--- config.mk ---
export PLATFORM = sky130hd
export DESIGN_NAME = segment_box_occlusion_search
export DESIGN_NICKNAME = d
export VERILOG_FILES = /design/src/rtl/sbos_pkg.sv /design/src/rtl/sbos_div.sv /design/src/rtl/sbos_dp.sv /design/src/rtl/sbos_ctrl.sv /design/src/rtl/segment_box_occlusion_search.sv
export SDC_FILE = /design/constraint.sdc
export NUM_CORES = 2
export LEC_CHECK = 0
export BUFFER_PORTS_ARGS = -buffer_cell sky130_fd_sc_hd__buf_4
export CORE_AREA = 3 3 439 527
export CTS_CLUSTER_DIAMETER = 60
export DETAILED_ROUTE_END_ITERATION = 10
export DIE_AREA = 0 0 442 530
export SLEW_MARGIN = 15
export SYNTH_ARGS = -nofsm -noshare
export SYNTH_HDL_FRONTEND = slang
export SYNTH_SLANG_ARGS = --single-unit
--- constraint.sdc ---
create_clock -name i_clk -period 21.8 [get_ports i_clk]
set_input_delay 4.36 -clock i_clk [delete_from_list [all_inputs] [get_ports i_clk]]
set_output_delay 4.36 -clock i_clk [all_outputs]
set_load 0.01 [all_outputs]
--- src/rtl/sbos_pkg.sv ---
package sbos_pkg;

    localparam int FIELD_W = 63;
    localparam int ID_W    = 16;
    localparam int ENTRY_W = 17;
    localparam int INFL_W  = 20;
    localparam int FRAC_Q  = 16;
    // Quotient bits kept by the divider; anything larger saturates.
    localparam int Q_BITS  = 18;
    // Width of a clamped slab bound, which lies in -1 .. 65537.
    localparam int T_W     = 19;

    localparam logic [ENTRY_W-1:0]  ONE_Q16   = 17'h10000;
    localparam logic signed [T_W-1:0] T_ZERO    = 19'sd0;
    localparam logic signed [T_W-1:0] T_ONE     = 19'sd65536;
    localparam logic signed [T_W-1:0] T_SAT_HI  = 19'sd65537;
    localparam logic signed [T_W-1:0] T_SAT_LO  = -19'sd1;

    localparam logic [2:0] TERM_LAST = 3'd5;
    localparam logic [1:0] AXIS_LAST = 2'd2;

    typedef enum logic [1:0] {
        CFG_SEG_START = 2'd0,
        CFG_SEG_END   = 2'd1,
        CFG_INFLATION = 2'd2,
        CFG_SKIP_ID   = 2'd3
    } t_cfg_idx;

    typedef struct packed {
        logic [ID_W-1:0]    box_id;
        logic [FIELD_W-1:0] box_center;
        logic [FIELD_W-1:0] axis_one;
        logic [FIELD_W-1:0] axis_two;
        logic [FIELD_W-1:0] axis_three;
        logic [FIELD_W-1:0] half_size;
        logic               last_box;
    } t_box;

    typedef struct packed {
        logic               blocked;
        logic [ID_W-1:0]    blocker_id;
        logic [ENTRY_W-1:0] entry_param;
    } t_result;

    typedef struct packed {
        logic       mul;
        logic       acc_clr;
        logic [2:0] term;
        logic [1:0] axis;
        logic       div_start;
        logic       div_hi;
        logic       par_chk;
        logic       slab_upd;
        logic       commit;
        logic       emit;
    } t_dp_cmd;

    typedef struct packed {
        logic dir_zero;
        logic div_done;
        logic last;
        logic out_free;
    } t_dp_stat;

endpackage

--- src/rtl/sbos_div.sv ---
module sbos_div import sbos_pkg::*; #(
    parameter int NUM_W = 46,
    parameter int DEN_W = 45
) (
    input  logic                    i_clk,
    input  logic                    i_rst_n,
    input  logic                    i_start,
    input  logic signed [NUM_W-1:0] i_num,
    input  logic signed [DEN_W-1:0] i_den,
    output logic                    o_done,
    output logic signed [T_W-1:0]   o_t
);

    localparam int NMAG_W = NUM_W + FRAC_Q;
    localparam int DIV_W  = ((NMAG_W > DEN_W + Q_BITS) ? NMAG_W : DEN_W + Q_BITS) + 1;
    localparam int CNT_W  = $clog2(Q_BITS + 1);

    logic                  r_busy;
    logic                  r_first;
    logic [CNT_W-1:0]      r_cnt;
    logic [DIV_W-1:0]      r_rem;
    logic [DIV_W-1:0]      r_dsh;
    logic [Q_BITS-1:0]     r_q;
    logic                  r_neg;
    logic                  r_done;
    logic signed [T_W-1:0] r_t;

    logic [NUM_W-1:0]      w_nmag;
    logic [DEN_W-1:0]      w_dmag;
    logic                  w_ge;
    logic [DIV_W-1:0]      n_rem;
    logic [Q_BITS-1:0]     n_q;
    logic [T_W-1:0]        w_m;
    logic signed [T_W-1:0] w_res;

    always_comb begin
        w_nmag = i_num[NUM_W-1] ? NUM_W'(-i_num) : NUM_W'(i_num);
        w_dmag = i_den[DEN_W-1] ? DEN_W'(-i_den) : DEN_W'(i_den);
        w_ge   = (r_rem >= r_dsh);
        n_rem  = w_ge ? (r_rem - r_dsh) : r_rem;
        n_q    = {r_q[Q_BITS-2:0], w_ge};
        // Floor of a negative quotient rounds away from zero on a remainder.
        w_m    = T_W'(n_q) + T_W'(n_rem != '0);
        if (!r_neg) begin
            w_res = (T_W'(n_q) > T_W'(T_SAT_HI)) ? T_SAT_HI : $signed(T_W'(n_q));
        end else begin
            w_res = (w_m > T_W'(1)) ? T_SAT_LO : $signed(-w_m);
        end
    end

    always_ff @(posedge i_clk) begin
        if (!i_rst_n) begin
            r_busy  <= 1'b0;
            r_first <= 1'b0;
            r_done  <= 1'b0;
            r_cnt   <= '0;
        end else begin
            r_done <= 1'b0;
            if (i_start) begin
                r_busy  <= 1'b1;
                r_first <= 1'b1;
                r_cnt   <= CNT_W'(Q_BITS);
                r_q     <= '0;
                r_neg   <= i_num[NUM_W-1] ^ i_den[DEN_W-1];
                r_rem   <= DIV_W'({w_nmag, {FRAC_Q{1'b0}}});
                r_dsh   <= DIV_W'({w_dmag, {(Q_BITS-1){1'b0}}});
            end else if (r_busy && r_first) begin
                r_first <= 1'b0;
                if (r_rem >= {r_dsh[DIV_W-2:0], 1'b0}) begin
                    r_busy <= 1'b0;
                    r_done <= 1'b1;
                    r_t    <= r_neg ? T_SAT_LO : T_SAT_HI;
                end
            end else if (r_busy) begin
                r_rem <= n_rem;
                r_q   <= n_q;
                r_dsh <= r_dsh >> 1;
                r_cnt <= r_cnt - 1'b1;
                if (r_cnt == CNT_W'(1)) begin
                    r_busy <= 1'b0;
                    r_done <= 1'b1;
                    r_t    <= w_res;
                end
            end
        end
    end

    assign o_done = r_done;
    assign o_t    = r_t;

    assert property (@(posedge i_clk) disable iff (!i_rst_n) r_done |=> !r_done)
        else $error("divider done lasted more than one cycle");
    assert property (@(posedge i_clk) disable iff (!i_rst_n) i_start |-> !r_busy)
        else $error("divider started while busy");
    assert property (@(posedge i_clk) disable iff (!i_rst_n)
        r_done |-> (r_t >= T_SAT_LO && r_t <= T_SAT_HI))
        else $error("divider result outside clamp range");

endmodule

--- src/rtl/sbos_dp.sv ---
module sbos_dp import sbos_pkg::*; #(
    parameter int ID_BITS    = 16,
    parameter int COORD_BITS = 21
) (
    input  logic               i_clk,
    input  logic               i_rst_n,
    input  logic               i_take,
    input  t_box               i_box,
    input  logic               i_cfg_we,
    input  logic [1:0]         i_cfg_idx,
    input  logic [FIELD_W-1:0] i_cfg_data,
    input  t_dp_cmd            i_cmd,
    output t_dp_stat           o_stat,
    output logic               o_res_valid,
    input  logic               i_res_stall,
    output t_result            o_res
);

    localparam int C      = COORD_BITS;
    localparam int DIFF_W = C + 1;
    localparam int PROD_W = DIFF_W + C;
    localparam int DOT_W  = PROD_W + 2;
    localparam int HEXT_W = ((C > INFL_W) ? C : INFL_W) + 1;
    localparam int EXTS_W = HEXT_W + C - 2;
    localparam int NUM_W  = ((EXTS_W + 1 > DOT_W) ? EXTS_W + 1 : DOT_W) + 1;

    logic [FIELD_W-1:0]      r_start;
    logic [FIELD_W-1:0]      r_end;
    logic [INFL_W-1:0]       r_infl;
    logic [ID_W-1:0]         r_skip;
    t_box                    r_item;

    logic                    r_pvalid;
    logic                    r_porg;
    logic signed [PROD_W-1:0] r_prod;
    logic signed [DOT_W-1:0] r_org;
    logic signed [DOT_W-1:0] r_dir;

    logic signed [T_W-1:0]   r_lo;
    logic signed [T_W-1:0]   r_hi;
    logic signed [T_W-1:0]   r_tn;
    logic                    r_miss;
    logic                    r_phase;

    logic                    r_have;
    logic [ID_BITS-1:0]      r_best_box;
    logic [ENTRY_W-1:0]      r_best;

    logic                    r_out_valid;
    t_result                 r_out;

    logic signed [C-1:0]      w_ax   [3][3];
    logic [C-1:0]             w_hs   [3];
    logic signed [DIFF_W-1:0] w_rel  [3];
    logic signed [DIFF_W-1:0] w_delta[3];
    logic [1:0]               w_k;
    logic signed [DIFF_W-1:0] w_a;
    logic signed [C-1:0]      w_b;
    logic [HEXT_W-1:0]        w_ext_u;
    logic signed [EXTS_W:0]   w_ext;
    logic signed [NUM_W-1:0]  w_num;
    logic                     w_outside;
    logic                     w_div_done;
    logic signed [T_W-1:0]    w_t;
    logic signed [T_W-1:0]    w_tmin;
    logic signed [T_W-1:0]    w_tmax;
    logic signed [T_W-1:0]    n_lo;
    logic signed [T_W-1:0]    n_hi;
    logic [ID_BITS-1:0]       w_id;
    logic [ENTRY_W-1:0]       w_entry;
    logic                     w_hit;
    logic                     w_better;

    always_comb begin
        for (int k = 0; k < 3; k++) begin
            w_ax[0][k] = $signed(r_item.axis_one[k*C +: C]);
            w_ax[1][k] = $signed(r_item.axis_two[k*C +: C]);
            w_ax[2][k] = $signed(r_item.axis_three[k*C +: C]);
            w_hs[k]    = r_item.half_size[k*C +: C];
            w_rel[k]   = DIFF_W'($signed(r_start[k*C +: C]))
                       - DIFF_W'($signed(r_item.box_center[k*C +: C]));
            w_delta[k] = DIFF_W'($signed(r_end[k*C +: C]))
                       - DIFF_W'($signed(r_start[k*C +: C]));
        end
        w_k = (i_cmd.term < 3'd3) ? i_cmd.term[1:0] : 2'(i_cmd.term - 3'd3);
        w_a = (i_cmd.term < 3'd3) ? w_rel[w_k] : w_delta[w_k];
        w_b = w_ax[i_cmd.axis][w_k];

        w_ext_u = HEXT_W'(w_hs[i_cmd.axis]) + HEXT_W'(r_infl);
        w_ext   = $signed({1'b0, w_ext_u, {(C-2){1'b0}}});
        w_num   = i_cmd.div_hi ? (NUM_W'(w_ext) - NUM_W'(r_org))
                               : (-NUM_W'(w_ext) - NUM_W'(r_org));
        w_outside = (NUM_W'(r_org) > NUM_W'(w_ext)) || (NUM_W'(r_org) < -NUM_W'(w_ext));

        w_tmin = (r_tn < w_t) ? r_tn : w_t;
        w_tmax = (r_tn < w_t) ? w_t : r_tn;
        n_lo   = (w_tmin > r_lo) ? w_tmin : r_lo;
        n_hi   = (w_tmax < r_hi) ? w_tmax : r_hi;

        w_id     = ID_BITS'(r_item.box_id);
        w_entry  = r_lo[ENTRY_W-1:0];
        w_hit    = (w_id != ID_BITS'(r_skip)) && !r_miss && !r_hi[T_W-1] && (r_lo < T_ONE);
        w_better = !r_have || (w_entry < r_best) || ((w_entry == r_best) && (w_id < r_best_box));
    end

    sbos_div #(
        .NUM_W(NUM_W),
        .DEN_W(DOT_W)
    ) u_div (
        .i_clk   (i_clk),
        .i_rst_n (i_rst_n),
        .i_start (i_cmd.div_start),
        .i_num   (w_num),
        .i_den   (r_dir),
        .o_done  (w_div_done),
        .o_t     (w_t)
    );

    always_ff @(posedge i_clk) begin
        if (!i_rst_n) begin
            r_start     <= '0;
            r_end       <= '0;
            r_infl      <= '0;
            r_skip      <= '0;
            r_pvalid    <= 1'b0;
            r_miss      <= 1'b0;
            r_have      <= 1'b0;
            r_best_box  <= '0;
            r_best      <= ONE_Q16;
            r_out_valid <= 1'b0;
        end else begin
            if (i_cfg_we) begin
                unique case (t_cfg_idx'(i_cfg_idx))
                    CFG_SEG_START: r_start <= i_cfg_data;
                    CFG_SEG_END:   r_end   <= i_cfg_data;
                    CFG_INFLATION: r_infl  <= i_cfg_data[INFL_W-1:0];
                    CFG_SKIP_ID:   r_skip  <= i_cfg_data[ID_W-1:0];
                endcase
            end

            if (i_take) begin
                r_item <= i_box;
                r_lo   <= T_ZERO;
                r_hi   <= T_ONE;
                r_miss <= 1'b0;
            end

            r_pvalid <= i_cmd.mul;
            if (i_cmd.mul) begin
                r_prod <= w_a * w_b;
                r_porg <= (i_cmd.term < 3'd3);
            end
            if (i_cmd.acc_clr) begin
                r_org <= '0;
                r_dir <= '0;
            end else if (r_pvalid) begin
                if (r_porg) begin
                    r_org <= r_org + DOT_W'(r_prod);
                end else begin
                    r_dir <= r_dir + DOT_W'(r_prod);
                end
            end

            if (i_cmd.div_start) begin
                r_phase <= i_cmd.div_hi;
            end
            if (w_div_done && !r_phase) begin
                r_tn <= w_t;
            end

            if (i_cmd.par_chk && w_outside) begin
                r_miss <= 1'b1;
            end
            if (i_cmd.slab_upd) begin
                r_lo <= n_lo;
                r_hi <= n_hi;
                if (n_lo > n_hi) begin
                    r_miss <= 1'b1;
                end
            end

            if (i_cmd.commit && w_hit && w_better) begin
                r_have     <= 1'b1;
                r_best     <= w_entry;
                r_best_box <= w_id;
            end

            if (o_res_valid && !i_res_stall) begin
                r_out_valid <= 1'b0;
            end
            if (i_cmd.emit) begin
                r_out_valid       <= 1'b1;
                r_out.blocked     <= r_have;
                r_out.blocker_id  <= r_have ? ID_W'(r_best_box) : '0;
                r_out.entry_param <= r_have ? r_best : ONE_Q16;
                r_have            <= 1'b0;
                r_best            <= ONE_Q16;
                r_best_box        <= '0;
            end
        end
    end

    assign o_stat.dir_zero = (r_dir == '0);
    assign o_stat.div_done = w_div_done;
    assign o_stat.last     = r_item.last_box;
    assign o_stat.out_free = !r_out_valid;
    assign o_res_valid     = r_out_valid;
    assign o_res           = r_out;

    assert property (@(posedge i_clk) disable iff (!i_rst_n)
        i_cmd.div_start |-> (r_dir != '0))
        else $error("division started on a parallel axis");
    assert property (@(posedge i_clk) disable iff (!i_rst_n)
        i_cmd.emit |-> !r_out_valid)
        else $error("result emitted over a pending result");
    assert property (@(posedge i_clk) disable iff (!i_rst_n)
        i_cmd.commit |-> (!r_lo[T_W-1] && !i_cmd.slab_upd))
        else $error("commit with negative entry or during slab update");

endmodule

--- src/rtl/sbos_ctrl.sv ---
module sbos_ctrl import sbos_pkg::*; (
    input  logic     i_clk,
    input  logic     i_rst_n,
    input  logic     i_accept,
    input  t_dp_stat i_stat,
    output logic     o_busy,
    output t_dp_cmd  o_cmd
);

    typedef enum logic [3:0] {
        S_IDLE,
        S_MUL,
        S_DRAIN,
        S_CHECK,
        S_WAIT_N,
        S_WAIT_F,
        S_NEXT,
        S_FINAL,
        S_EMIT
    } t_state;

    t_state     r_state;
    logic [2:0] r_cnt;
    logic [1:0] r_axis;
    t_dp_cmd    r_cmd;

    always_ff @(posedge i_clk) begin
        if (!i_rst_n) begin
            r_state <= S_IDLE;
            r_cnt   <= '0;
            r_axis  <= '0;
            r_cmd   <= '0;
        end else begin
            r_cmd      <= '0;
            r_cmd.axis <= r_axis;
            unique case (r_state)
                S_IDLE: begin
                    if (i_accept) begin
                        r_state <= S_MUL;
                        r_cnt   <= '0;
                        r_axis  <= '0;
                    end
                end
                S_MUL: begin
                    r_cmd.mul     <= 1'b1;
                    r_cmd.term    <= r_cnt;
                    r_cmd.acc_clr <= (r_cnt == '0);
                    if (r_cnt == TERM_LAST) begin
                        r_state <= S_DRAIN;
                        r_cnt   <= '0;
                    end else begin
                        r_cnt <= r_cnt + 1'b1;
                    end
                end
                S_DRAIN: begin
                    if (r_cnt == 3'd1) begin
                        r_state <= S_CHECK;
                    end else begin
                        r_cnt <= r_cnt + 1'b1;
                    end
                end
                S_CHECK: begin
                    if (i_stat.dir_zero) begin
                        r_cmd.par_chk <= 1'b1;
                        r_state       <= S_NEXT;
                    end else begin
                        r_cmd.div_start <= 1'b1;
                        r_state         <= S_WAIT_N;
                    end
                end
                S_WAIT_N: begin
                    if (i_stat.div_done) begin
                        r_cmd.div_start <= 1'b1;
                        r_cmd.div_hi    <= 1'b1;
                        r_state         <= S_WAIT_F;
                    end
                end
                S_WAIT_F: begin
                    if (i_stat.div_done) begin
                        r_cmd.slab_upd <= 1'b1;
                        r_state        <= S_NEXT;
                    end
                end
                S_NEXT: begin
                    if (r_axis == AXIS_LAST) begin
                        r_cmd.commit <= 1'b1;
                        r_state      <= S_FINAL;
                    end else begin
                        r_axis  <= r_axis + 1'b1;
                        r_cnt   <= '0;
                        r_state <= S_MUL;
                    end
                end
                S_FINAL: begin
                    r_state <= i_stat.last ? S_EMIT : S_IDLE;
                end
                S_EMIT: begin
                    if (i_stat.out_free) begin
                        r_cmd.emit <= 1'b1;
                        r_state    <= S_IDLE;
                    end
                end
                default: r_state <= S_IDLE;
            endcase
        end
    end

    assign o_busy = (r_state != S_IDLE) || !i_rst_n;
    assign o_cmd  = r_cmd;

endmodule

--- src/rtl/segment_box_occlusion_search.sv ---
// Channel   Direction  Handshake                 Payload
// box       in         i_box_valid / o_box_stall  i_box (t_box), one oriented box
// result    out        o_res_valid / i_res_stall  o_res (t_result), one per query
// config    in         i_cfg_we                   i_cfg_idx, i_cfg_data
//
// One pass through the shared divider is start, overflow check, 18 quotient
// steps and done. A last box adds the result hand-off. An axis whose
// direction is zero skips both divisions; an overflowing bound ends its
// division early. Reset is synchronous and active low; it clears the
// registers and the query. The box side stalls while a box is being worked
// on. A finished result waits in the output register, and a last box stalls
// only if that register is full.
module segment_box_occlusion_search import sbos_pkg::*; #(
    parameter int ID_BITS    = 16,
    parameter int COORD_BITS = 21
) (
    input  logic               i_clk,
    input  logic               i_rst_n,
    input  logic               i_box_valid,
    output logic               o_box_stall,
    input  t_box               i_box,
    output logic               o_res_valid,
    input  logic               i_res_stall,
    output t_result            o_res,
    input  logic               i_cfg_we,
    input  logic [1:0]         i_cfg_idx,
    input  logic [FIELD_W-1:0] i_cfg_data
);

    // Controller sequences each box: six multiply terms per axis on one shared
    // multiplier, then the near and far slab bounds through the divider.
    t_dp_cmd  w_cmd;
    t_dp_stat w_stat;
    logic     w_busy;
    logic     w_accept;

    // A box transaction completes when valid is high and the block is free.
    assign w_accept    = i_box_valid && !w_busy;
    assign o_box_stall = w_busy;

    sbos_ctrl u_ctrl (
        .i_clk    (i_clk),
        .i_rst_n  (i_rst_n),
        .i_accept (w_accept),
        .i_stat   (w_stat),
        .o_busy   (w_busy),
        .o_cmd    (w_cmd)
    );

    // Datapath holds the configuration, the box, the dot-product accumulators,
    // the slab interval, the best hit of the query and the result register.
    sbos_dp #(
        .ID_BITS    (ID_BITS),
        .COORD_BITS (COORD_BITS)
    ) u_dp (
        .i_clk       (i_clk),
        .i_rst_n     (i_rst_n),
        .i_take      (w_accept),
        .i_box       (i_box),
        .i_cfg_we    (i_cfg_we),
        .i_cfg_idx   (i_cfg_idx),
        .i_cfg_data  (i_cfg_data),
        .i_cmd       (w_cmd),
        .o_stat      (w_stat),
        .o_res_valid (o_res_valid),
        .i_res_stall (i_res_stall),
        .o_res       (o_res)
    );

endmodule

* Yosys cells after proc, flatten, opt, wreduce, memory -nomap -nowiden *
Cells that the tools add are included.

cells by class
  muxes and demuxes = 95
  $lt $le $gt $ge = 16
  bitwise gates (word level) = 6
  reductions and logical operators = 65
  multiply operators = 1
  eq/ne operators = 29
  add/sub/neg operators = 21

operators with widths
  kind                                     count
  2-to-1 mux 64 bit                        5
  2-to-1 mux 19 bit                        15
  2-to-1 mux 45 bit                        5
  subtractor 21 x 21 -> 22 bit             6
  >= comparator 64 bit                     2
  binary-select mux 63 bit (select 2 bit)  1
  2-to-1 mux 63 bit                        2
  2-to-1 mux 62 bit                        2
  2-to-1 mux 22 bit                        5
  2-to-1 mux 46 bit                        2
  adder 45 x 43 -> 45 bit                  2
  binary-select mux 22 bit (select 2 bit)  2
  binary-select mux 21 bit (select 2 bit)  2
  2-to-1 mux 21 bit                        4
  nonzero test 64 bit                      1
  subtractor 64 bit                        1
  < comparator 45 x 46 -> 1 bit            1
  negator 41 -> 46 bit                     1
  negator 46 bit                           1
  subtractor 42 x 45 -> 46 bit             1
  subtractor 46 x 45 -> 46 bit             1
  > comparator 45 x 42 -> 1 bit            1
  logical NOT 45 bit                       1
  negator 45 bit                           1
  other kinds (59)                         168

storage, ports and cells
  output and inout port bits = 36
  register bits = 952
  bits of input ports = 402

* Longest topological paths before layout *
  depth after elaboration = 12
  depth in mapped cells = 46
  mapped depth without buffers = 45

* Hierarchy *
Synthesis repeated with hierarchy kept, for this count alone.

unflattened totals
  cell total of the unflattened synthesis = 8556
  area, all modules = 79829.1 um^2

by module, submodules not included
  module                        times used  cells an instance  area an instance (um^2)  seq. area each (um^2)
  sbos_dp                       1           6682               63757.4                  20739.9
  sbos_div                      1           1756               14988.1                  5054.8
  sbos_ctrl                     1           117                1069.8                   440.4
  segment_box_occlusion_search  1           1                  13.8                     0.0

* Worst setup path after synthesis *
Ideal clock, no wire load.

  path kind = input -> register
  start = input i_rst_n
  end = register u_ctrl.r_cnt[2]
  slack = 9.244 ns
  stages on the path = 10
  data required time = 21.679 ns
  arrival time = 12.435 ns
  cell sequence = inv_1 nor2_1 and3_1 nand2_1 inv_1 o21ai_0 a22oi_1 nand2_1 xnor2_1 nor2_1

on the way
  longest elaborated chain between the ends = 6

ends and longest elaborated chain
  item                                      RTL line                            RTL
  start, declared                           segment_box_occlusion_search.sv:18  input logic i_rst_n,
  logical NOT 1 bit                         -
  logical OR 1 bit                          sbos_ctrl.sv:108                    assign o_busy = (r_state != S_IDLE) || !i_rst_n;
  logical NOT 1 bit                         segment_box_occlusion_search.sv:38  assign w_accept = i_box_valid && !w_busy;
  logical AND 1 bit                         segment_box_occlusion_search.sv:38
  inequality test 2 x 1 -> 1 bit (no line)  -
  AND reduction 4 bit (no line)             -
  end signal, assigned                      sbos_ctrl.sv:52                     r_cnt <= r_cnt + 1'b1;
  end signal, assigned                      sbos_ctrl.sv:59                     r_cnt <= r_cnt + 1'b1;
  end, declared                             sbos_ctrl.sv:23                     logic [2:0] r_cnt;

Several ways; a longest one is shown, not always the timed one.
A chain may end at the register's enable or synchronous reset.

* Final worst setup path *
  start = register u_dp.r_start[22]
  end = register u_dp.r_prod[39] (data pin)

on the way
  longest elaborated chain between the ends = 6
  elaborated cells between the ends (all ways) = 10
  those cells by class = 2 x add/sub; 1 x mul; 7 x mux

ends and longest elaborated chain
  item                                                    RTL line                      RTL
  start, declared                                         sbos_dp.sv:27                 logic [FIELD_W-1:0] r_start;
  start signal, assigned                                  sbos_dp.sv:134                CFG_SEG_START: r_start <= i_cfg_data;
  subtractor 21 x 21 -> 22 bit, on equally long branches  sbos_dp.sv:83, sbos_dp.sv:81
  binary-select mux 22 bit (select 2 bit)                 sbos_dp.sv:86                 w_a = (i_cmd.term < 3'd3) ? w_rel[w_k] : w_delta[w_k];
  2-to-1 mux 22 bit (implied by the code) (2 in a row)    sbos_dp.sv:86
  2-to-1 mux 22 bit (*)                                   sbos_dp.sv:86
  multiplier 22 x 21 -> 43 bit (*)                        sbos_dp.sv:150                r_prod <= w_a * w_b;
  end signal, assigned                                    sbos_dp.sv:150
  end, declared                                           sbos_dp.sv:35                 logic signed [PROD_W-1:0] r_prod;

Mark *: on every way between the ends. The rest lies on a longest branch, timed or not. The select of a mux whose other input is x is not followed.

==> out/metrics.yaml <==
syn_area_um2: 79200
synthCells: 8598
skew_ns: 0.0892
gp_congestion: 0.981
final-setup-viol-count: 0
numCtsBuffers: 114
synth_edf_count: 721
io_buffers: 437
synth_area_per_cell_um2: 9.21
cts.htree.levels: 3
vias_per_cell: 5.25
place_hpwl_mm: 190
syn_to_final_growth_pct: 13.4
drt_pass1_iterations: 6
ant_nets: 0
end_kind: "flip-flop"
grt_pass1_vias: 63300
synth-warning-count: 0
yosysSeqAreaShare_pct: 33.1
period_share_pct: 56.4
synth_nets: 10100
start_util_pct: 35.0
fin_area_um2: 89800
die_w_um: 442
die_area_um2: 234000
clk_latency_ns: 0.81
final_cell_mix: "nand2_1 (1052), inv_1 (1031), edfxtp_1 (721)"
maxSlewViolCount: 0
crit_required_ns: 22.30
worst-path-buf-inv: 6
dr_total_vias: 63000
fillers: 22300
fin_setup_tns_ns: 0
grt_max_degree: 107
hold_path_class: "flip-flop to flip-flop"
cp.depth: 42
drive_above_1_share_pct: 9.62
async_flop_share_pct: 0
fin_cells: 12000
critPathKind: "flip-flop to flip-flop"
clockRootBuffer: "clkbuf_16"
io_pins: 438
grt_pass1_wl_mm: 368
wl_per_cell_um: 19.9
arrival_ns: 12.80
maxCapViolations: 0
multi_input_area_um2: 48100
status: "complete, no violations"
ctsHoldBuffers: 0
startpoint_type: "flip-flop"
drt-initial-drc-count: 4497
tritoncts: "built"
fin_nets: 10400
ys_ff_latch: 950
cts.sinks: 950
cp_top_family: "compound AO/OA/AOI/OAI gates"
dp.cells: 11800
slowest_stage: "o41ai_1"
clk_pin_slew_ns: 0.06
remaining_drc_errors: 0
layout.cells.most_common: "nand2_1"
slowest_delay_ns: 0.67
die_h_um: 530
reg2reg_depth: 42
row_count: 191
yosys.cell_types.count: 88
period_needed_ns: 12.30
placed_cell_area_um2: 85800
core_um2: 226000
gr-usage-all-layers_pct: 19.8
synthFlopType: "edfxtp_1"
cts_max_path_buffers: 3
cts-resized-gates: 0
fmaxAchievable_mhz: 81.3
path_max_fanout: 15
worst_pin_slew_ns: 1.27
wirelength_mm: 238
antenna_found_initial: 10
holdPathStages: 1
rsz0062_at_grt: "no"
final_util_pct: 39.7
postCtsSetupRepairBufs: 0
hold_viol: 0
grt.overflow.total: 0
relSlewSlack_pct: 14.4
seq_area_um2: 26200
## per-layer routing
metal / routed length [um] / vias up / global-route usage (%)
li1: - / 30100 / -
met1: 102000 / 30500 / 25.4
met2: 111000 / 1943 / 33.3
met3: 15000 / 423 / 3.33
met4: 10100 / 4 / 8.00
met5: 27 / - / 0
## state kept, by name (all words and copies together) (netlist names), 20 cells and up
register / count
u_dp.r_item: 315
u_dp.u_div.r_rem: 64
u_dp.r_end: 63
u_dp.r_start: 63
u_dp.u_div.r_dsh: 62
u_dp.r_dir: 45
u_dp.r_org: 45
u_dp.r_prod: 43
u_dp.o_res: 34
u_dp.r_infl: 20
## cell usage after synthesis, drive strengths merged (28+ instances only)
library cell,n,area share [%]
xor2,184,2.0
inv,1034,4.9
clkbuf,305,1.4
and2,200,1.6
and3,34,0.27
a211oi,69,0.65
nor2,632,3.0
or4,29,0.29
mux2,30,0.43
nand2b,94,0.74
a22oi,32,0.30
nor3,120,0.76
xnor2,258,2.9
ha,637,10
o31ai,41,0.39
o22ai,34,0.27
fa,489,12
a21boi,28,0.27
o21bai,52,0.49
or2,31,0.24
o211ai,38,0.36
edfxtp,721,27
a31oi,58,0.46
nand3,120,0.76
nand2,1053,5.0
dfxtp,229,5.8
mux2i,134,1.7
o21a,91,0.86
o21ai,388,2.5
or3,50,0.41
a21o,195,1.8
a21oi,634,4.0
nand4,77,0.61
nor4,39,0.33
nor2b,137,1.1
## per-stage QoR
stage | hold WS (ns) | worst slack (ns)
2_1_floorplan | 0.406 | 9.24
3_3_place_gp | 0.448 | 9.67
3_5_place_dp | 0.445 | 9.56
4_1_cts | 0.463 | 9.45
5_1_grt | 0.483 | 8.78
6_report | 0.462 | 9.50
## kinds of logic after synthesis
family                     count (synthesis)  synth area share, %
and+or+nand+nor                         2671                 15.7
adders and majority gates               1126                 22.4
AOI/OAI and AO/OA                       1856                 14.6
buffers and inverters                   1366                 6.48
muxes                                    187                 2.78
xor gates and xnor gates                 442                 4.89
DFF                                      950                 33.1
## path summary, 6_finish.rpt
path | startpoint | to | slack, ns
setup reg to reg | u_dp.r_start[22]$_SDFFE_PN0P_ | u_dp.r_prod[39]$_DFFE_PP_ | 9.50
hold reg to reg | u_dp.r_best[16]$_SDFFE_PP1P_ | u_dp.r_best[16]$_SDFFE_PP1P_ | 0.46
hold / removal | u_dp.r_best[16]$_SDFFE_PP1P_ | u_dp.r_best[16]$_SDFFE_PP1P_ | 0.46
setup / recovery | u_dp.r_start[22]$_SDFFE_PN0P_ | u_dp.r_prod[39]$_DFFE_PP_ | 9.50
## layout make-up
type,instances,share of cell area [%]
multi-input cells,6282,53.5
flip-flops and latches,950,29.2
diodes,4,0.0111
repair buffers,523,4.37
clock buffers,156,3.64
clock inverters,54,0.725
well taps,2991,4.17
inverters,1036,4.34
Power is not shown: default switching activity piles up to over one toggle a cycle in this logic, so the estimate is an artifact.
